### src/design/trace_plot_span_generator_macros.svh
// Assertion macros used by the span generator back end (tpsg_back).
// Each macro expects clk and arst_n to be visible where it is used.
`ifndef TRACE_PLOT_SPAN_GENERATOR_MACROS_SVH
`define TRACE_PLOT_SPAN_GENERATOR_MACROS_SVH

// Condition that must hold at every clock edge outside reset.
`define TPSG_ASSERT(label, cond, msg) \
	label: assert property (@(posedge clk) disable iff (!arst_n) (cond)) \
		else $error(msg);

// Condition that must hold in the cycle after the trigger.
`define TPSG_ASSERT_NEXT(label, trig, cond, msg) \
	label: assert property (@(posedge clk) disable iff (!arst_n) (trig) |=> (cond)) \
		else $error(msg);

`endif

### src/design/tpsg_pkg.sv
// Types and constants of the trace plot span generator.
// No dependencies; every other file but the assertion macros imports this package.
package tpsg_pkg;

	localparam int SAMPLE_W = 16;
	localparam int COLOUR_W = 16;
	localparam int PIX_W = 8;
	localparam int CURSOR_W = 7;
	localparam int CFG_INDEX_W = 3;

	localparam int PLOT_TOP_ROW = 32;
	localparam int SCREEN_BOTTOM_ROW = 159;
	localparam int COLUMN_WRAP = 127;
	localparam int ERASE_LENGTH = 128;
	localparam int MAX_SET_COLUMN = 127;
	localparam int QUEUE_DEPTH = 2;

	typedef enum logic [2:0] {
		OP_POINT      = 3'd0,
		OP_LINE       = 3'd1,
		OP_TWO        = 3'd2,
		OP_BAR        = 3'd3,
		OP_STEP       = 3'd4,
		OP_STEP_ERASE = 3'd5,
		OP_SET_X      = 3'd6,
		OP_CLEAR      = 3'd7
	} op_t;

	localparam logic [CFG_INDEX_W-1:0] CFG_RANGE_LOW    = 3'd0;
	localparam logic [CFG_INDEX_W-1:0] CFG_RANGE_HIGH   = 3'd1;
	localparam logic [CFG_INDEX_W-1:0] CFG_TRACE_COLOUR = 3'd2;
	localparam logic [CFG_INDEX_W-1:0] CFG_BAR_COLOUR   = 3'd3;
	localparam logic [CFG_INDEX_W-1:0] CFG_ERASE_COLOUR = 3'd4;

	localparam logic signed [SAMPLE_W-1:0] RANGE_LOW_RESET = 16'sd0;
	localparam logic signed [SAMPLE_W-1:0] RANGE_HIGH_RESET = 16'sd4095;
	localparam logic [COLOUR_W-1:0] TRACE_COLOUR_RESET = 16'd63488;
	localparam logic [COLOUR_W-1:0] BAR_COLOUR_RESET = 16'd0;
	localparam logic [COLOUR_W-1:0] ERASE_COLOUR_RESET = 16'd59196;

	typedef struct packed {
		logic signed [SAMPLE_W-1:0] range_low;
		logic signed [SAMPLE_W-1:0] range_high;
		logic [COLOUR_W-1:0]        trace_colour;
		logic [COLOUR_W-1:0]        bar_colour;
		logic [COLOUR_W-1:0]        erase_colour;
	} cfg_t;

	typedef struct packed {
		op_t                 op;
		logic [SAMPLE_W-1:0] diff_a;
		logic [SAMPLE_W-1:0] diff_b;
		logic [SAMPLE_W-1:0] denom;
		logic [CURSOR_W-1:0] x_set;
	} work_t;

	typedef struct packed {
		logic                command_kind;
		logic [PIX_W-1:0]    column;
		logic [PIX_W-1:0]    row_start;
		logic [PIX_W-1:0]    span_length;
		logic [COLOUR_W-1:0] colour;
		logic                last;
	} cmd_t;

endpackage

### src/design/tpsg_if.sv
// Handshake interfaces of the span generator: samples, commands, configuration.
// Depends on tpsg_pkg for field widths.
interface tpsg_sample_if import tpsg_pkg::*; ();
	logic                       valid;
	logic                       ready;
	logic [2:0]                 operation;
	logic signed [SAMPLE_W-1:0] sample_a;
	logic signed [SAMPLE_W-1:0] sample_b;
	logic signed [SAMPLE_W-1:0] x_value;

	modport source(output valid, operation, sample_a, sample_b, x_value, input ready);
	modport sink(input valid, operation, sample_a, sample_b, x_value, output ready);
endinterface

interface tpsg_command_if import tpsg_pkg::*; ();
	logic                valid;
	logic                ready;
	logic                command_kind;
	logic [PIX_W-1:0]    column;
	logic [PIX_W-1:0]    row_start;
	logic [PIX_W-1:0]    span_length;
	logic [COLOUR_W-1:0] colour;
	logic                last;

	modport source(output valid, command_kind, column, row_start, span_length, colour, last,
		input ready);
	modport sink(input valid, command_kind, column, row_start, span_length, colour, last,
		output ready);
endinterface

interface tpsg_cfg_if import tpsg_pkg::*; ();
	logic                   valid;
	logic                   ready;
	logic [CFG_INDEX_W-1:0] index;
	logic [SAMPLE_W-1:0]    data;

	modport source(output valid, index, data, input ready);
	modport sink(input valid, index, data, output ready);
endinterface

### src/design/trace_plot_span_generator.sv
// Top level of the trace plot span generator: configuration registers, front end,
// work queue and back end. Depends on tpsg_pkg, tpsg_if, tpsg_front, tpsg_fifo, tpsg_back.
//
// Channel   Direction  Word
// sample    in         operation, sample_a, sample_b, x_value
// command   out        command_kind, column, row_start, span_length, colour, last
// cfg       in         index, data (register write, always ready)
//
// Step and set x complete in the back end when taken; step erase and clear also emit
// one command. Point, line and bar go through a multiply step, the restoring divider
// (QW = clog2(PLOT_HEIGHT + 1) quotient bits, one bit per cycle), a row step and an emit
// step; two points runs the divider twice. Reset is asynchronous and clears the cursor,
// previous row and queue at once. A stalled command channel holds the back end, while
// the two-entry queue keeps taking sample words until it is full.
module trace_plot_span_generator import tpsg_pkg::*; #(
	parameter int PLOT_HEIGHT = 127
) (
	input  logic           clk,
	input  logic           arst_n,
	tpsg_sample_if.sink    sample,
	tpsg_command_if.source command,
	tpsg_cfg_if.sink       cfg
);

	cfg_t  cfg_q;
	logic  push_valid;
	logic  push_ready;
	work_t push_item;
	logic  q_valid;
	logic  q_ready;
	work_t q_item;
	logic  cmd_valid;
	cmd_t  cmd;

	assign cfg.ready = 1'b1;

	always_ff @(posedge clk or negedge arst_n) begin
		if (!arst_n) begin
			cfg_q.range_low <= RANGE_LOW_RESET;
			cfg_q.range_high <= RANGE_HIGH_RESET;
			cfg_q.trace_colour <= TRACE_COLOUR_RESET;
			cfg_q.bar_colour <= BAR_COLOUR_RESET;
			cfg_q.erase_colour <= ERASE_COLOUR_RESET;
		end else if (cfg.valid) begin
			unique case (cfg.index)
				CFG_RANGE_LOW:    cfg_q.range_low <= cfg.data;
				CFG_RANGE_HIGH:   cfg_q.range_high <= cfg.data;
				CFG_TRACE_COLOUR: cfg_q.trace_colour <= cfg.data;
				CFG_BAR_COLOUR:   cfg_q.bar_colour <= cfg.data;
				CFG_ERASE_COLOUR: cfg_q.erase_colour <= cfg.data;
				default: begin
				end
			endcase
		end
	end

	tpsg_front u_front (
		.sample     (sample),
		.cfg        (cfg_q),
		.push_valid (push_valid),
		.push_ready (push_ready),
		.push_item  (push_item)
	);

	tpsg_fifo u_fifo (
		.clk        (clk),
		.arst_n     (arst_n),
		.push_valid (push_valid),
		.push_ready (push_ready),
		.push_item  (push_item),
		.pop_valid  (q_valid),
		.pop_ready  (q_ready),
		.pop_item   (q_item)
	);

	tpsg_back #(
		.PLOT_HEIGHT (PLOT_HEIGHT)
	) u_back (
		.clk       (clk),
		.arst_n    (arst_n),
		.cfg       (cfg_q),
		.q_valid   (q_valid),
		.q_ready   (q_ready),
		.q_item    (q_item),
		.cmd_valid (cmd_valid),
		.cmd_ready (command.ready),
		.cmd       (cmd)
	);

	assign command.valid = cmd_valid;
	assign command.command_kind = cmd.command_kind;
	assign command.column = cmd.column;
	assign command.row_start = cmd.row_start;
	assign command.span_length = cmd.span_length;
	assign command.colour = cmd.colour;
	assign command.last = cmd.last;

endmodule

### src/design/tpsg_front.sv
// Front end: takes sample words, clamps them to the plot range and classifies them.
// Depends on tpsg_pkg and tpsg_sample_if; feeds tpsg_fifo.
module tpsg_front import tpsg_pkg::*; (
	tpsg_sample_if.sink sample,
	input  cfg_t        cfg,
	output logic        push_valid,
	input  logic        push_ready,
	output work_t       push_item
);

	logic signed [SAMPLE_W-1:0] top_v;
	logic signed [SAMPLE_W-1:0] bot_v;
	logic signed [SAMPLE_W:0]   span_v;
	logic signed [SAMPLE_W-1:0] xv;

	function automatic logic [SAMPLE_W-1:0] dist_from_top(input logic signed [SAMPLE_W-1:0] y,
		input logic signed [SAMPLE_W-1:0] top, input logic signed [SAMPLE_W-1:0] bot);
		logic signed [SAMPLE_W-1:0] yc;
		logic signed [SAMPLE_W:0]   d;
		yc = y;
		if (y < bot) begin
			yc = bot;
		end
		if (y > top) begin
			yc = top;
		end
		d = {top[SAMPLE_W-1], top} - {yc[SAMPLE_W-1], yc};
		return d[SAMPLE_W-1:0];
	endfunction

	always_comb begin
		top_v = (cfg.range_high > cfg.range_low) ? cfg.range_high : cfg.range_low;
		bot_v = (cfg.range_high > cfg.range_low) ? cfg.range_low : cfg.range_high;
		span_v = {top_v[SAMPLE_W-1], top_v} - {bot_v[SAMPLE_W-1], bot_v};
		xv = sample.x_value;

		push_item.op = op_t'(sample.operation);
		push_item.diff_a = dist_from_top(sample.sample_a, top_v, bot_v);
		push_item.diff_b = dist_from_top(sample.sample_b, top_v, bot_v);
		push_item.denom = span_v[SAMPLE_W-1:0];
		priority if (xv > SAMPLE_W'(MAX_SET_COLUMN)) begin
			push_item.x_set = CURSOR_W'(MAX_SET_COLUMN);
		end else if (xv < 0) begin
			push_item.x_set = '0;
		end else begin
			push_item.x_set = xv[CURSOR_W-1:0];
		end
	end

	assign push_valid = sample.valid;
	assign sample.ready = push_ready;

endmodule

### src/design/tpsg_fifo.sv
// Short queue of classified work words between the front and back ends.
// Depends on tpsg_pkg for the work word type and the queue depth.
module tpsg_fifo import tpsg_pkg::*; (
	input  logic  clk,
	input  logic  arst_n,
	input  logic  push_valid,
	output logic  push_ready,
	input  work_t push_item,
	output logic  pop_valid,
	input  logic  pop_ready,
	output work_t pop_item
);

	localparam int AW = (QUEUE_DEPTH > 1) ? $clog2(QUEUE_DEPTH) : 1;
	localparam int CNT_W = $clog2(QUEUE_DEPTH + 1);

	work_t            entries_q [QUEUE_DEPTH];
	logic [AW-1:0]    wr_ptr_q;
	logic [AW-1:0]    rd_ptr_q;
	logic [CNT_W-1:0] count_q;
	logic             push;
	logic             pop;

	assign push_ready = (count_q != CNT_W'(QUEUE_DEPTH));
	assign pop_valid = (count_q != '0);
	assign push = push_valid && push_ready;
	assign pop = pop_valid && pop_ready;
	assign pop_item = entries_q[rd_ptr_q];

	always_ff @(posedge clk or negedge arst_n) begin
		if (!arst_n) begin
			wr_ptr_q <= '0;
			rd_ptr_q <= '0;
			count_q <= '0;
		end else begin
			if (push) begin
				wr_ptr_q <= (wr_ptr_q == AW'(QUEUE_DEPTH - 1)) ? '0 : wr_ptr_q + 1'b1;
			end
			if (pop) begin
				rd_ptr_q <= (rd_ptr_q == AW'(QUEUE_DEPTH - 1)) ? '0 : rd_ptr_q + 1'b1;
			end
			if (push && !pop) begin
				count_q <= count_q + 1'b1;
			end else if (pop && !push) begin
				count_q <= count_q - 1'b1;
			end
		end
	end

	always_ff @(posedge clk) begin
		if (push) begin
			entries_q[wr_ptr_q] <= push_item;
		end
	end

endmodule

### src/design/tpsg_back.sv
// Back end: maps samples to rows with a restoring divider, keeps the cursor and
// previous row, and hands out span and clear commands. Depends on tpsg_pkg and the macros.
`include "trace_plot_span_generator_macros.svh"

module tpsg_back import tpsg_pkg::*; #(
	parameter int PLOT_HEIGHT = 127
) (
	input  logic  clk,
	input  logic  arst_n,
	input  cfg_t  cfg,
	input  logic  q_valid,
	output logic  q_ready,
	input  work_t q_item,
	output logic  cmd_valid,
	input  logic  cmd_ready,
	output cmd_t  cmd
);

	localparam int QW = $clog2(PLOT_HEIGHT + 1);
	localparam int CW = $clog2(QW);
	localparam int PW = SAMPLE_W + QW;
	localparam int WRAP_STEPS = 128 / COLUMN_WRAP;

	typedef enum logic [4:0] {
		ST_IDLE = 5'b00001,
		ST_MUL  = 5'b00010,
		ST_DIV  = 5'b00100,
		ST_ROW  = 5'b01000,
		ST_EMIT = 5'b10000
	} state_t;

	state_t              state_q;
	work_t               item_q;
	logic [CURSOR_W-1:0] cursor_q;
	logic [PIX_W-1:0]    prev_q;
	logic                second_q;
	logic                pair_q;
	logic                emit_idx_q;
	logic [CW-1:0]       cnt_q;
	logic [SAMPLE_W-1:0] rem_q;
	logic [QW-1:0]       num_q;
	logic [QW-1:0]       quo_q;
	logic [PIX_W-1:0]    row_a_q;
	cmd_t                cmd0_q;
	cmd_t                cmd1_q;
	logic                out_valid_q;
	cmd_t                out_cmd_q;

	logic [SAMPLE_W-1:0] diff_sel;
	logic [PW-1:0]       prod;
	logic [SAMPLE_W:0]   trial;
	logic [SAMPLE_W:0]   trial_sub;
	logic                qbit;
	logic [PIX_W:0]      row_sum;
	logic [PIX_W-1:0]    row_j;
	logic [PIX_W-1:0]    prev_eff;
	logic [PIX_W-1:0]    line_start;
	logic [PIX_W-1:0]    line_len;
	logic [PIX_W-1:0]    x8;
	logic [PIX_W-1:0]    x8_next;
	logic [PIX_W-1:0]    step_col;
	logic [CURSOR_W-1:0] next_x;
	cmd_t                idle_cmd;
	cmd_t                row_cmd0;
	cmd_t                row_cmd1;
	logic                load_out;

	function automatic cmd_t make_span(input logic [PIX_W-1:0] col, input logic [PIX_W-1:0] row,
		input logic [PIX_W-1:0] len, input logic [COLOUR_W-1:0] colour, input logic last);
		cmd_t c;
		c.command_kind = 1'b0;
		c.column = col;
		c.row_start = row;
		c.span_length = len;
		c.colour = colour;
		c.last = last;
		return c;
	endfunction

	assign q_ready = (state_q == ST_IDLE);
	assign load_out = (state_q == ST_EMIT) && (!out_valid_q || cmd_ready);
	assign cmd_valid = out_valid_q;
	assign cmd = out_cmd_q;

	always_comb begin
		diff_sel = second_q ? item_q.diff_b : item_q.diff_a;
		prod = PW'(diff_sel) * PW'(PLOT_HEIGHT);
		trial = {rem_q, num_q[QW-1]};
		trial_sub = trial - {1'b0, item_q.denom};
		qbit = (trial >= {1'b0, item_q.denom});

		row_sum = (PIX_W + 1)'(PLOT_TOP_ROW) + (PIX_W + 1)'(quo_q);
		if (item_q.denom == '0) begin
			row_j = PIX_W'(PLOT_TOP_ROW);
		end else if (row_sum > (PIX_W + 1)'(SCREEN_BOTTOM_ROW)) begin
			row_j = PIX_W'(SCREEN_BOTTOM_ROW);
		end else begin
			row_j = row_sum[PIX_W-1:0];
		end

		if (prev_q < PIX_W'(PLOT_TOP_ROW) || prev_q > PIX_W'(SCREEN_BOTTOM_ROW)) begin
			prev_eff = row_j;
		end else begin
			prev_eff = prev_q;
		end
		priority if (prev_eff < row_j) begin
			line_start = prev_eff + 1'b1;
			line_len = row_j - prev_eff;
		end else if (prev_eff > row_j) begin
			line_start = row_j;
			line_len = prev_eff - row_j;
		end else begin
			line_start = row_j;
			line_len = 8'd1;
		end

		x8 = {1'b0, cursor_q};
		x8_next = x8 + 1'b1;
		step_col = x8_next;
		for (int i = 0; i < WRAP_STEPS; i++) begin
			if (step_col >= PIX_W'(COLUMN_WRAP)) begin
				step_col = step_col - PIX_W'(COLUMN_WRAP);
			end
		end
		next_x = step_col[CURSOR_W-1:0];

		if (q_item.op == OP_CLEAR) begin
			idle_cmd = '0;
			idle_cmd.command_kind = 1'b1;
			idle_cmd.last = 1'b1;
		end else begin
			idle_cmd = make_span({1'b0, next_x}, PIX_W'(PLOT_TOP_ROW), PIX_W'(ERASE_LENGTH),
				cfg.erase_colour, 1'b1);
		end

		row_cmd0 = '0;
		row_cmd1 = '0;
		unique case (item_q.op)
			OP_POINT: begin
				row_cmd0 = make_span(x8, row_j, 8'd2, cfg.trace_colour, 1'b0);
				row_cmd1 = make_span(x8_next, row_j, 8'd2, cfg.trace_colour, 1'b1);
			end
			OP_LINE: begin
				row_cmd0 = make_span(x8, line_start, line_len, cfg.trace_colour, 1'b0);
				row_cmd1 = make_span(x8_next, line_start, line_len, cfg.trace_colour, 1'b1);
			end
			OP_TWO: begin
				row_cmd0 = make_span(x8, row_a_q, 8'd1, cfg.trace_colour, 1'b0);
				row_cmd1 = make_span(x8, row_j, 8'd1, cfg.bar_colour, 1'b1);
			end
			OP_BAR: begin
				row_cmd0 = make_span(x8, row_j, PIX_W'(SCREEN_BOTTOM_ROW) - row_j,
					cfg.bar_colour, 1'b1);
			end
			default: begin
			end
		endcase
	end

	always_ff @(posedge clk or negedge arst_n) begin
		if (!arst_n) begin
			state_q <= ST_IDLE;
			cursor_q <= '0;
			prev_q <= '0;
			second_q <= 1'b0;
			pair_q <= 1'b0;
			emit_idx_q <= 1'b0;
			cnt_q <= '0;
			out_valid_q <= 1'b0;
		end else begin
			if (load_out) begin
				out_valid_q <= 1'b1;
			end else if (cmd_ready) begin
				out_valid_q <= 1'b0;
			end
			unique case (state_q)
				ST_IDLE: begin
					if (q_valid) begin
						second_q <= 1'b0;
						pair_q <= 1'b0;
						emit_idx_q <= 1'b0;
						unique case (q_item.op)
							OP_POINT, OP_LINE, OP_TWO, OP_BAR: begin
								state_q <= ST_MUL;
							end
							OP_STEP: begin
								cursor_q <= next_x;
							end
							OP_STEP_ERASE: begin
								cursor_q <= next_x;
								state_q <= ST_EMIT;
							end
							OP_SET_X: begin
								cursor_q <= q_item.x_set;
							end
							OP_CLEAR: begin
								cursor_q <= '0;
								state_q <= ST_EMIT;
							end
							default: begin
							end
						endcase
					end
				end
				ST_MUL: begin
					cnt_q <= '0;
					state_q <= ST_DIV;
				end
				ST_DIV: begin
					cnt_q <= cnt_q + 1'b1;
					if (cnt_q == CW'(QW - 1)) begin
						state_q <= ST_ROW;
					end
				end
				ST_ROW: begin
					if (item_q.op == OP_TWO && !second_q) begin
						second_q <= 1'b1;
						state_q <= ST_MUL;
					end else begin
						emit_idx_q <= 1'b0;
						pair_q <= (item_q.op != OP_BAR);
						if (item_q.op == OP_LINE) begin
							prev_q <= row_j;
						end
						state_q <= ST_EMIT;
					end
				end
				ST_EMIT: begin
					if (load_out) begin
						if (emit_idx_q || !pair_q) begin
							state_q <= ST_IDLE;
						end else begin
							emit_idx_q <= 1'b1;
						end
					end
				end
				default: begin
					state_q <= ST_IDLE;
				end
			endcase
		end
	end

	always_ff @(posedge clk) begin
		if (state_q == ST_IDLE && q_valid) begin
			item_q <= q_item;
			cmd0_q <= idle_cmd;
		end
		if (state_q == ST_MUL) begin
			rem_q <= prod[PW-1:QW];
			num_q <= prod[QW-1:0];
		end
		if (state_q == ST_DIV) begin
			rem_q <= qbit ? trial_sub[SAMPLE_W-1:0] : trial[SAMPLE_W-1:0];
			num_q <= {num_q[QW-2:0], 1'b0};
			quo_q <= {quo_q[QW-2:0], qbit};
		end
		if (state_q == ST_ROW) begin
			if (item_q.op == OP_TWO && !second_q) begin
				row_a_q <= row_j;
			end else begin
				cmd0_q <= row_cmd0;
				cmd1_q <= row_cmd1;
			end
		end
		if (load_out) begin
			out_cmd_q <= emit_idx_q ? cmd1_q : cmd0_q;
		end
	end

	// The divider never leaves its partial remainder at or above the range span.
	`TPSG_ASSERT(a_rem_below_denom, !(state_q == ST_DIV && item_q.denom != '0) || rem_q < item_q.denom, "divider remainder reached the divisor")
	`TPSG_ASSERT(a_quo_in_height, !(state_q == ST_ROW && item_q.denom != '0) || quo_q <= QW'(PLOT_HEIGHT), "row offset exceeds plot height")
	`TPSG_ASSERT_NEXT(a_mul_to_div, state_q == ST_MUL, state_q == ST_DIV && cnt_q == '0, "multiply step not followed by divide")
	`TPSG_ASSERT_NEXT(a_prev_row_valid, state_q == ST_ROW && item_q.op == OP_LINE && !load_out, prev_q >= PIX_W'(PLOT_TOP_ROW) && prev_q <= PIX_W'(SCREEN_BOTTOM_ROW), "line left previous row outside plot")

endmodule
### src/flat_wrapper.sv
// flat-port wrapper written by rule: the top's interface ports become plain ports
module trace_plot_span_generator_flat import tpsg_pkg::*;
#(
	parameter int PLOT_HEIGHT = 127
)
  (clk, arst_n, sample_valid, sample_operation, sample_sample_a, sample_sample_b, sample_x_value, sample_ready, command_valid, command_command_kind, command_column, command_row_start, command_span_length, command_colour, command_last, command_ready, cfg_valid, cfg_index, cfg_data, cfg_ready);
  tpsg_sample_if sample_i ();
  tpsg_command_if command_i ();
  tpsg_cfg_if cfg_i ();
  input  logic clk;
  input  logic arst_n;
  input wire logic [$bits(sample_i.valid)-1:0] sample_valid;
  input wire logic [$bits(sample_i.operation)-1:0] sample_operation;
  input wire logic [$bits(sample_i.sample_a)-1:0] sample_sample_a;
  input wire logic [$bits(sample_i.sample_b)-1:0] sample_sample_b;
  input wire logic [$bits(sample_i.x_value)-1:0] sample_x_value;
  output wire logic [$bits(sample_i.ready)-1:0] sample_ready;
  output wire logic [$bits(command_i.valid)-1:0] command_valid;
  output wire logic [$bits(command_i.command_kind)-1:0] command_command_kind;
  output wire logic [$bits(command_i.column)-1:0] command_column;
  output wire logic [$bits(command_i.row_start)-1:0] command_row_start;
  output wire logic [$bits(command_i.span_length)-1:0] command_span_length;
  output wire logic [$bits(command_i.colour)-1:0] command_colour;
  output wire logic [$bits(command_i.last)-1:0] command_last;
  input wire logic [$bits(command_i.ready)-1:0] command_ready;
  input wire logic [$bits(cfg_i.valid)-1:0] cfg_valid;
  input wire logic [$bits(cfg_i.index)-1:0] cfg_index;
  input wire logic [$bits(cfg_i.data)-1:0] cfg_data;
  output wire logic [$bits(cfg_i.ready)-1:0] cfg_ready;
  assign sample_i.valid = sample_valid;
  assign sample_i.operation = sample_operation;
  assign sample_i.sample_a = sample_sample_a;
  assign sample_i.sample_b = sample_sample_b;
  assign sample_i.x_value = sample_x_value;
  assign sample_ready = sample_i.ready;
  assign command_valid = command_i.valid;
  assign command_command_kind = command_i.command_kind;
  assign command_column = command_i.column;
  assign command_row_start = command_i.row_start;
  assign command_span_length = command_i.span_length;
  assign command_colour = command_i.colour;
  assign command_last = command_i.last;
  assign command_i.ready = command_ready;
  assign cfg_i.valid = cfg_valid;
  assign cfg_i.index = cfg_index;
  assign cfg_i.data = cfg_data;
  assign cfg_ready = cfg_i.ready;
  trace_plot_span_generator #(.PLOT_HEIGHT(PLOT_HEIGHT)) u_core (.clk(clk), .arst_n(arst_n), .sample(sample_i), .command(command_i), .cfg(cfg_i));
endmodule
### config.mk
export PLATFORM = sky130hd
export DESIGN_NAME = trace_plot_span_generator_flat
export DESIGN_NICKNAME = d
export VERILOG_FILES = /design/src/design/tpsg_pkg.sv /design/src/design/tpsg_if.sv /design/src/design/trace_plot_span_generator.sv /design/src/design/tpsg_front.sv /design/src/design/tpsg_fifo.sv /design/src/design/tpsg_back.sv /design/src/flat_wrapper.sv
export VERILOG_INCLUDE_DIRS = /design/src /design/src/design
export SDC_FILE = /design/constraint.sdc
export NUM_CORES = 1
export LEC_CHECK = 0
export BUFFER_PORTS_ARGS = -buffer_cell sky130_fd_sc_hd__buf_2
export CAP_MARGIN = 0
export CELL_PAD_IN_SITES_DETAIL_PLACEMENT = 0
export CELL_PAD_IN_SITES_GLOBAL_PLACEMENT = 1
export CORE_MARGIN = 8
export CORE_UTILIZATION = 29
export DETAILED_ROUTE_END_ITERATION = 16
export GPL_TIMING_DRIVEN = 0
export HOLD_SLACK_MARGIN = 0.02
export PLACE_DENSITY_LB_ADDON = 0.1
export SYNTH_ARGS = -nofsm -noshare
export SYNTH_HDL_FRONTEND = slang
export SYNTH_SLANG_ARGS = --single-unit
### constraint.sdc
create_clock -name clk -period 15.7 [get_ports clk]
set_clock_uncertainty 0.05 [all_clocks]
set_input_delay 0 -clock clk [delete_from_list [all_inputs] [get_ports clk]]
set_output_delay 0 -clock clk [all_outputs]
set_load 0.005 [all_outputs]
Yosys cells after proc, flatten, opt, wreduce, memory -nomap -nowiden
Memory sizes are Yosys's and may differ from the RTL's. Cells that the tools add are included.

Bits in registers: 326. Bits in latches: 0. Memory bits (writable): 116. Memory bits (read-only): 0. Bits of input ports: 75. Output and inout port bits: 45. Word-level logic and storage cells: 201. Memories: 1.

Add/subtract/negate cells: 16. Multipliers: 1. Divide/modulo/power cells: 0. $lt $le $gt $ge: 14. Equal/unequal tests: 30. Shift operators: 0. Multiplexer cells: 54. Bitwise operators: 1. Reduce and logical (&&, ||, !) cells: 41.

Memories: u_core.u_fifo.entries_q (words 2, bits a word 58, read ports 1, clocked after Yosys merged registers in 0, wr ports 1, RTL line tpsg_fifo.sv:17) `work_t entries_q [QUEUE_DEPTH];`.

Operator list (number): 42-bit two-way mux (5); 16-bit two-way mux (10); 40-bit case mux with 4 select lines (1); 41-bit case mux with 3 select lines (1); 16-bit subtractor (4); 16-bit > comparator (3); 8-bit two-way mux (6); 7-bit two-way mux (5); 16-bit less-than comparator (2); 5-bit two-way mux (5); 5-bit case mux with 5 select lines (1); 16-bit by 7-bit multiplier with 23-bit output, second input constant (1); 7-bit case mux with 3 select lines (1); 3-bit by 2-bit equality test with 1-bit output, second input constant (6); 3-bit equality test, second input constant (6); 17-bit by 16-bit greater-or-equal comparator with 1-bit output (1); 16-bit by 8-bit > comparator with 1-bit output, second input constant (1); 8-bit > comparator, second input constant (2); 16-bit zero test (1); 16-bit by 1-bit less-than comparator with 1-bit output, second input constant (1); 8-bit subtractor (2); 2-bit inequality test, second input constant (7); 2-bit AND reduction (7); 1-bit two-way mux (12); 38 further kinds (66).

Longest topological paths before layout
Gate-level depths: netlist of run 1.

Depth in word-level cells: 11. Mapped depth: 41.

By module
Synthesis of run 1 repeated with hierarchy kept, for this count alone.

Cells, all modules: 2606. Area, all modules: 27806.7 µm².

Modules (own cells, without submodules): tpsg_back (instances 1, cells each 1370, area an instance 14527.7 µm²); tpsg_front (instances 1, cells each 862, area an instance 5758.0 µm²); tpsg_fifo (instances 1, cells each 199, area an instance 4425.5 µm²); trace_plot_span_generator (instances 1, cells each 175, area an instance 3095.5 µm²).

Worst setup path after synthesis of run 1
No wires, ideal clock.

Path kind: reg-to-reg. From: reg u_core.cfg_q[66] (netlist name). To: mem u_core.u_fifo.entries_q[0][53] (netlist name) (data pin). Setup time: 0.262 ns. Arrival time: 8.233 ns. Path slack: 7.155 ns. Stages on the path, launching flop included: 38. Buffers on the path: 10. Clock period less this slack: 8.545 ns. Path through: dfrtp_1 -> clkbuf_1 -> inv_1 -> clkbuf_1 -> ha_1 -> o211ai_1 -> a21boi_4 -> or3_1 -> buf_4 -> nand2_1 -> clkbuf_1 -> buf_2 -> buf_1 -> buf_2 -> buf_1 -> mux2i_1 -> ha_1 -> inv_1 -> (+2 left out) -> or4_1 -> and3_1 -> nand2_1 -> mux2_2 -> clkbuf_1 -> buf_1 -> a211oi_1 -> a21oi_1 -> ha_1 -> o21ai_0 -> o21bai_1 -> a21o_1 -> a41o_1 -> o31a_1 -> a2111oi_2 -> o21bai_1 -> a21oi_1 -> xnor2_1.

RTL lines: from (decl) (RTL line trace_plot_span_generator.sv:25) `cfg_t cfg_q;`; to (decl) (RTL line tpsg_fifo.sv:17).

==> summary.txt, run 1 <==
RUN STATUS
--------------------------------------------------------------------------------
Status                                                              finished clean

SETUP PATH
--------------------------------------------------------------------------------
Library cell appearing most often on the critical path                  clkbuf_1
Peak per-stage delay on the critical path                                0.65 ns
Data arrival, critical path                                             12.21 ns
Maximum fanout count along the critical path                                  10
Endpoint required time on the critical path                             16.01 ns
WS Path Type                                                             reg2reg
Type of element launching the critical path                             register
Critical path buffer and inverter count                                       10
Dominant delay contributor by cell family on the critical path      buffers and inverters
Nature of the critical path endpoint                                    register
Crit-path slowest cell                                                   mux2i_1

DIE
--------------------------------------------------------------------------------
Area of the die                                                      0.102 sq mm
Site Rows                                                                    111
Core area                                                           0.0915 sq mm
Io pins                                                                      120
Starting Density                                                           29.2%
Die Height                                                                320 um
Die extent in x                                                           320 um

GLOBAL ROUTING
--------------------------------------------------------------------------------
Vias in the first global route                                             20.2k
First-pass GRT wire length                                                126 mm
Number of antenna violations at the first check in global routing              1
Largest net degree at the start of global routing                             81
Remaining global-route overflow                                                0
Tot GR Track Use                                                           15.8%

DETAILED ROUTING
--------------------------------------------------------------------------------
Total wirelength of the detailed-routed design                           82.9 mm
DRC marker count from the first detailed-route iteration                    1089
Routed length per instance                                               21.0 um
DR DRC count                                                                   0
DR vias                                                                    19.6k
Number of nets with antenna violations after routing                           0
Average via count per standard cell                                         4.98
Pre-Repair DR Iteration Count                                                  7

TIMING
--------------------------------------------------------------------------------
Worst slew margin relative to its limit                                    27.1%
Final setup viols                                                              0
Total negative slack for setup checks                                       0 ns
Actual transition at the worst max-transition pin                        1.09 ns
Crit share post-route                                                      75.8%
Count of endpoints failing hold in the final timing report                     0
Maximum clock rate                                                      84.0 MHz
Shortest clock period the worst path allows after layout                11.90 ns
Final Max Tran Viols                                                           0
RSZ-0062 raised after global routing                                       false

PLACEMENT
--------------------------------------------------------------------------------
Dpl hpwl                                                                 63.5 mm
Number of port buffers                                                       116
Routability congestion estimate from global placement                      0.857

CLOCK TREE
--------------------------------------------------------------------------------
Root cell of the clock tree                                            clkbuf_16
Cts bufs inserted                                                             53
Number of buffers inserted by post-CTS setup repair                            0
Post-CTS Resized                                                               0
Number of buffers inserted by hold repair at cts                              39
CTS tree                                                                     yes
Clock-pin transition on the worst setup and hold timing paths            0.06 ns
Number of buffers on the longest clock path                                    3
Clock network latency to the later pin of the worst-skew pair            0.64 ns
Clock sinks                                                                  441
Depth of the CTS H-tree                                                        2

FINISH
--------------------------------------------------------------------------------
Layout overhead on the synthesized area                                    17.1%
Ant. Diodes                                                                    0
FILL cells                                                                  9150
Share of post-route cells with drive strength above 1                      16.6%
Number of nets at the end of the flow                                       3029

SYNTHESIS
--------------------------------------------------------------------------------
Top post-synthesis cells by area                                    edfxtp_1, ha_1, dfrtp_1
Post-synthesis compound-gate area fraction                                 14.7%
Sequential share of the synthesized area                                   46.0%
Most common cell in the synthesized netlist                             edfxtp_1
Count of unique library cells instantiated by Yosys                           98
Area of the mapped netlist                                          0.0267 sq mm
Number of enable-type register cells in the synthesized netlist              287
Primary FF master, synth                                                edfxtp_1
Share of the synthesized netlist area taken by xor and xnor gates          2.69%
Multiplexer area fraction after synthesis                                  8.72%
Number of warnings printed during yosys synthesis                              0
Area fraction in and, or, nand and nor cells after synthesis               10.9%
Dominant cell type by area after synthesis                              edfxtp_1
Top-area cell type share of the netlist area                               32.3%
Net count after synthesis                                                   2810
Mean post-synth cell area                                             10.7 sq um
Adder and majority gate portion of the synthesized area                    13.1%
FF+latch count, synth                                                        441
Combinational family with the most area after synthesis             compound AO/OA/AOI/OAI gates
Most frequent cells after synthesis                                 edfxtp_1, nand2_1, o21ai_0
FFs w/ async S/R, synth                                                    25.2%
Count of mapped cells out of synthesis                                      2494

JOB
--------------------------------------------------------------------------------
Max-capacitance violation count                                                0

WORST HOLD PATH
--------------------------------------------------------------------------------
Type of the worst min-delay path                                          in2reg

## cells in the final DEF, fill, tap and decap left out, types with 12 or more instances in the layout
| cell type | netlist | final |
|---|---|---|
| and2_1 | 16 | 16 |
| or3_1 | 12 | 12 |
| nand4_1 | 20 | 20 |
| nor3_1 | 41 | 40 |
| dfrtp_1 | 83 | 83 |
| ha_1 | 183 | 183 |
| clkbuf_16 | 0 | 54 |
| a21boi_0 | 16 | 16 |
| xor2_1 | 26 | 26 |
| a221oi_1 | 18 | 18 |
| buf_1 | 19 | 18 |
| a21oi_1 | 153 | 153 |
| nand2_1 | 227 | 227 |
| mux2_2 | 167 | 167 |
| and3_1 | 18 | 17 |
| xnor2_1 | 56 | 56 |
| nor2_1 | 171 | 170 |
| o211ai_1 | 19 | 19 |
| mux2i_1 | 45 | 45 |
| nand3_1 | 32 | 32 |
| o21ai_1 | 10 | 14 |
| a22o_1 | 25 | 25 |
| buf_2 | 5 | 121 |
| dlygate4sd3_1 | 0 | 38 |
| nand2b_1 | 18 | 18 |
| a31oi_1 | 14 | 14 |
| inv_1 | 171 | 170 |
| o21ai_0 | 191 | 187 |
| a211oi_1 | 18 | 18 |
| edfxtp_1 | 287 | 287 |
| nor2b_1 | 20 | 19 |
| dfstp_2 | 28 | 28 |
| o21a_1 | 20 | 20 |
| fa_1 | 58 | 58 |
| clkbuf_1 | 71 | 80 |
| dfxtp_1 | 43 | 43 |
| a21o_1 | 38 | 38 |
## routing by layer
metal | GRT usage (%) | part of all wire, % | vias to the layer above
li1 | - | - | 9519
met1 | 21.8 | 47 | 9668
met2 | 26.4 | 47 | 350
met3 | 1.70 | 3.2 | 86
met4 | 4.04 | 2.3 | 0
met5 | 0 | 0 | -
## cell families after synthesis
family / Yosys count
AOI/OAI and AO/OA: 615
xor gates and xnor gates: 82
adders and majority gates: 247
buffers and inverters: 271
DFF: 441
muxes: 212
other: 1
and+or+nand+nor: 625
## tightest hold or removal path, delay by kind of cell
family | cells | cell delay [ns]
simple gates | 2 | 0.18
buf+inv | 2 | 0.21
fa+ha+maj | 1 | 0.14
## through the flow
stage | utilization, % | hold WS (ns) | instances | instance area [sq um] | worst slack (ns)
2_1_floorplan | - | -0.346 | 2494 | 26700 | 7.15
3_3_place_gp | 31.5 | 0.220 | 3796 | 28800 | 3.67
3_5_place_dp | 31.7 | -0.128 | 3805 | 29000 | 3.76
4_1_cts | 34.2 | 0.0232 | 3943 | 31300 | 3.67
5_1_grt | 34.2 | 0.0534 | 3943 | 31300 | 2.86
6_report | 34.2 | 0.0317 | 3943 | 31300 | 3.80
## path summary, 6_finish.rpt
kind / slack [ns] / to / startpoint / cells after the start
min in group asynchronous: 0.51 / u_core.cfg_q[9]$_DFFE_PN1P_ / arst_n / 3
hold / removal: 0.03 / u_core.u_fifo.entries_q[0][23]$_DFFE_PP_ / sample_sample_b[0] / 5
setup reg to reg: 3.80 / u_core.u_fifo.entries_q[0][53]$_DFFE_PP_ / u_core.cfg_q[66]$_DFFE_PN0P_ / 36
setup / recovery: 3.80 / u_core.u_fifo.entries_q[0][53]$_DFFE_PP_ / u_core.cfg_q[66]$_DFFE_PN0P_ / 36
hold reg to reg: 0.40 / u_core.u_back.cmd0_q[25]$_DFF_P_ / u_core.u_back.cmd0_q[25]$_DFF_P_ / 2
max in group asynchronous: 14.55 / u_core.cfg_q[48]$_DFFE_PN1P_ / arst_n / 4
## cell type report
cell class	instances	area [sq um]	area share, %
repair buffers	164	1150	3.67
clock buffers	70	1480	4.73
flip-flops and latches	441	12300	39.3
well taps	1186	1480	4.74
clock inverters	29	427	1.36
plain buffers	98	390	1.25
multi-input cells	1782	13400	42.9
inverters	173	649	2.08
## registers in the layout, indices dropped and copies added (netlist names), 8 cells and up
register and flops:
u_core.cfg_q 80, u_core.u_back.cmd 42, u_core.u_back.cmd0_q 42, u_core.u_back.cmd1_q 41
u_core.u_back.item_q 51, u_core.u_back.prev_q 8, u_core.u_back.rem_q 16, u_core.u_back.row_a_q 8
u_core.u_fifo.entries_q 116
Power of run 1 is not shown: default switching activity piles up to over one toggle a cycle in this logic, so the estimate is an artifact.
==> run 2, diff against run 1 <==
clock period = 10.1 ns   (was 15.7 ns; I/O delays follow)
==> summary.txt, run 2 (same netlist as run 1, synthesis figures left out) <==
RUN STATUS
--------------------------------------------------------------------------------
Status                                                              finished clean

SETUP PATH
--------------------------------------------------------------------------------
Type of element launching the critical path                             register
Peak per-stage delay on the critical path                                0.68 ns   +0.03 ns
Nature of the critical path endpoint                                    register
Capture instance of the worst register-to-register path             u_core.u_fifo.entries_q[1][37]$_DFFE_PP_
Endpoint required time on the critical path                             10.40 ns   -5.61 ns
Internal reg-to-reg setup slack                                          0.61 ns   -3.18 ns
Maximum fanout count along the critical path                                  10   unchanged
Cell count of the worst reg-to-reg path                                       34   -5.6%
Crit-path slowest cell                                                     buf_1
Critical R2R Launch                                                 u_core.cfg_q[55]$_DFFE_PN1P_
WS Path Type                                                             reg2reg
Data arrival, critical path                                              9.78 ns   -2.43 ns

DETAILED ROUTING
--------------------------------------------------------------------------------
Total wirelength of the detailed-routed design                           82.8 mm   -0.12%
DRC marker count from the first detailed-route iteration                    1126   +3.4%
Number of nets with antenna violations after routing                           0   unchanged
DR DRC count                                                                   0   unchanged
DR vias                                                                    19.6k   -0.36%
Average via count per standard cell                                         4.96   -0.41%
Routed length per instance                                               21.0 um   -0.17%
Pre-Repair DR Iteration Count                                                  7   unchanged

FINISH
--------------------------------------------------------------------------------
Non-Filler Cell Area, Final                                         0.0314 sq mm   +0.38%
Largest registers in the final layout                               u_core.u_fifo.entries_q: 116 flops, u_core.cfg_q: 80 flops, u_core.u_back.item_q: 51 flops
Commonest cells after routing, fill and taps aside                  edfxtp_1, nand2_1, o21ai_0
Register bank with the most flops                                   u_core.u_fifo.entries_q
Ant. Diodes                                                                    0   unchanged
Max FFs per register                                                         116   unchanged
Number of nets at the end of the flow                                       3031   +0.066%
Share of post-route cells with drive strength above 1                      17.3%   +0.75 points
Layout overhead on the synthesized area                                    17.5%
Leading cell type in the layout, fill and taps excluded                 edfxtp_1
Final core utilization                                                     34.3%   +0.13 points

TIMING
--------------------------------------------------------------------------------
Count of endpoints failing hold in the final timing report                     0   unchanged
RSZ-0062 raised after global routing                                       false
Worst slew margin relative to its limit                                    26.3%   -0.80 points
Crit share post-route                                                      93.9%   +18 points
Actual transition at the worst max-transition pin                        1.09 ns   +0.00452 ns
Final Max Tran Viols                                                           0   unchanged
Min Hold Slack                                                         0.0357 ns   +0.00397 ns
Final setup viols                                                              0   unchanged
Maximum clock rate                                                       105 MHz   +26%
Shortest clock period the worst path allows after layout                 9.49 ns   -2.42 ns

PLACEMENT
--------------------------------------------------------------------------------
Routability congestion estimate from global placement                      0.857   unchanged
Number of port buffers                                                       116   unchanged
Placed inst area                                                    0.0290 sq mm   unchanged
Dpl hpwl                                                                 63.5 mm   unchanged

GLOBAL ROUTING
--------------------------------------------------------------------------------
Largest net degree at the start of global routing                             81   unchanged
First-pass GRT wire length                                                126 mm   about the same
Number of antenna violations at the first check in global routing              1   unchanged
Tot GR Track Use                                                           15.8%   about the same
Vias in the first global route                                             20.2k   +0.079%
Remaining global-route overflow                                                0   unchanged

CLOCK TREE
--------------------------------------------------------------------------------
Root cell of the clock tree                                            clkbuf_16
Clock sinks                                                                  441   unchanged
Clock network latency to the later pin of the worst-skew pair            0.64 ns   about the same
Clock-pin transition on the worst setup and hold timing paths            0.06 ns   about the same
Depth of the CTS H-tree                                                        2   unchanged
Cts bufs inserted                                                             53   unchanged
Number of buffers on the longest clock path                                    3   unchanged
CTS tree                                                                     yes

DIE
--------------------------------------------------------------------------------
Area of the die                                                      0.102 sq mm   unchanged
Die extent in x                                                           320 um   unchanged
Die Height                                                                320 um   unchanged
Core area                                                           0.0915 sq mm   unchanged
Site Rows                                                                    111   unchanged
Io pins                                                                      120   unchanged
Starting Density                                                           29.2%   unchanged

WORST HOLD PATH
--------------------------------------------------------------------------------
Hold path cells                                                                5   unchanged
Hold_sp                                                             sample_sample_b[0]
Type of the worst min-delay path                                          in2reg
WHS Endpoint                                                        u_core.u_fifo.entries_q[1][23]$_DFFE_PP_

JOB
--------------------------------------------------------------------------------
Max-capacitance violation count                                                0   unchanged

run 2: cell count changes in the layout (fill, tap and decap cells not counted), moves of 3 or more:
| cell | change |
|---|---|
| buf_1 | -4 |
| clkbuf_4 | +3 |
| mux2i_1 | -4 |
| clkbuf_1 | -5 |
| buf_4 | +5 |
run 2: final cells by class:
type                            instances  area, sq um
Inverter                              173          653
Clock inverter                         29          427
Timing Repair Buffer                  169         1190
Fill cell                            9141        60100
Buffer                                 95          394
Sequential cell                       441        12300
Tap cell                             1186         1480
Multi-Input combinational cell       1782        13500
Clock buffer                           70         1480
run 2: critical path: cells and delay by family, from the launching register on:
family                   cells  cell delay (ns)
AO/OA/AOI/OAI               16             3.27
XOR/XNOR                     1             0.11
adder cells (fa/ha/maj)      3             0.94
buffers and inverters        8             2.90
flip-flops                   1             0.56
multiplexers                 2             0.66
AND/OR/NAND/NOR              4             0.66
run 2: timing repair:
item                                    in CTS  in global routing
hold buffers                                39                  0
pin swaps                                    0                  1
endpoints found under the hold margin      228                  0
setup buffers                                0                  5
resized for setup                           14                 13
endpoints found under the setup margin      48                 25
run 2: worst max path at each step:
| stage | from | end | slack [ns] | cells past startpoint |
|---|---|---|---|---|
| 2_1_floorplan | u_core.cfg_q[66]$_DFFE_PN0P_ | u_core.u_fifo.entries_q[0][53]$_DFFE_PP_ | 1.55 | 37 |
| 4_1_cts | u_core.cfg_q[66]$_DFFE_PN0P_ | u_core.u_fifo.entries_q[0][53]$_DFFE_PP_ | 0.13 | 33 |
| 3_5_place_dp | u_core.cfg_q[66]$_DFFE_PN0P_ | u_core.u_fifo.entries_q[0][53]$_DFFE_PP_ | -1.84 | 36 |
| 6_report | u_core.cfg_q[55]$_DFFE_PN1P_ | u_core.u_fifo.entries_q[1][37]$_DFFE_PP_ | 0.61 | 34 |
| 3_3_place_gp | u_core.cfg_q[66]$_DFFE_PN0P_ | u_core.u_fifo.entries_q[0][53]$_DFFE_PP_ | -1.93 | 36 |
| 5_1_grt | u_core.cfg_q[63]$_DFFE_PN0P_ | u_core.u_fifo.entries_q[0][53]$_DFFE_PP_ | 0.04 | 34 |
run 2: through the flow:
stage	worst slack, ns	setup TNS (ns)	instances
global route	0.0421	0	3945
detailed placement	-1.84	-37.95	3805
finish	0.615	0	3945
floorplan	1.55	0	2494
CTS	0.129	0	3940
global placement	-1.93	-40.05	3796
run 2: layer usage:
layer  global-route usage (%)  wire (um)
met4                     4.03       1900
met1                     21.7      39400
met3                     1.77       2510
met5                        0          0
met2                     26.4      39100
Power of run 2 is left out for the same reason.
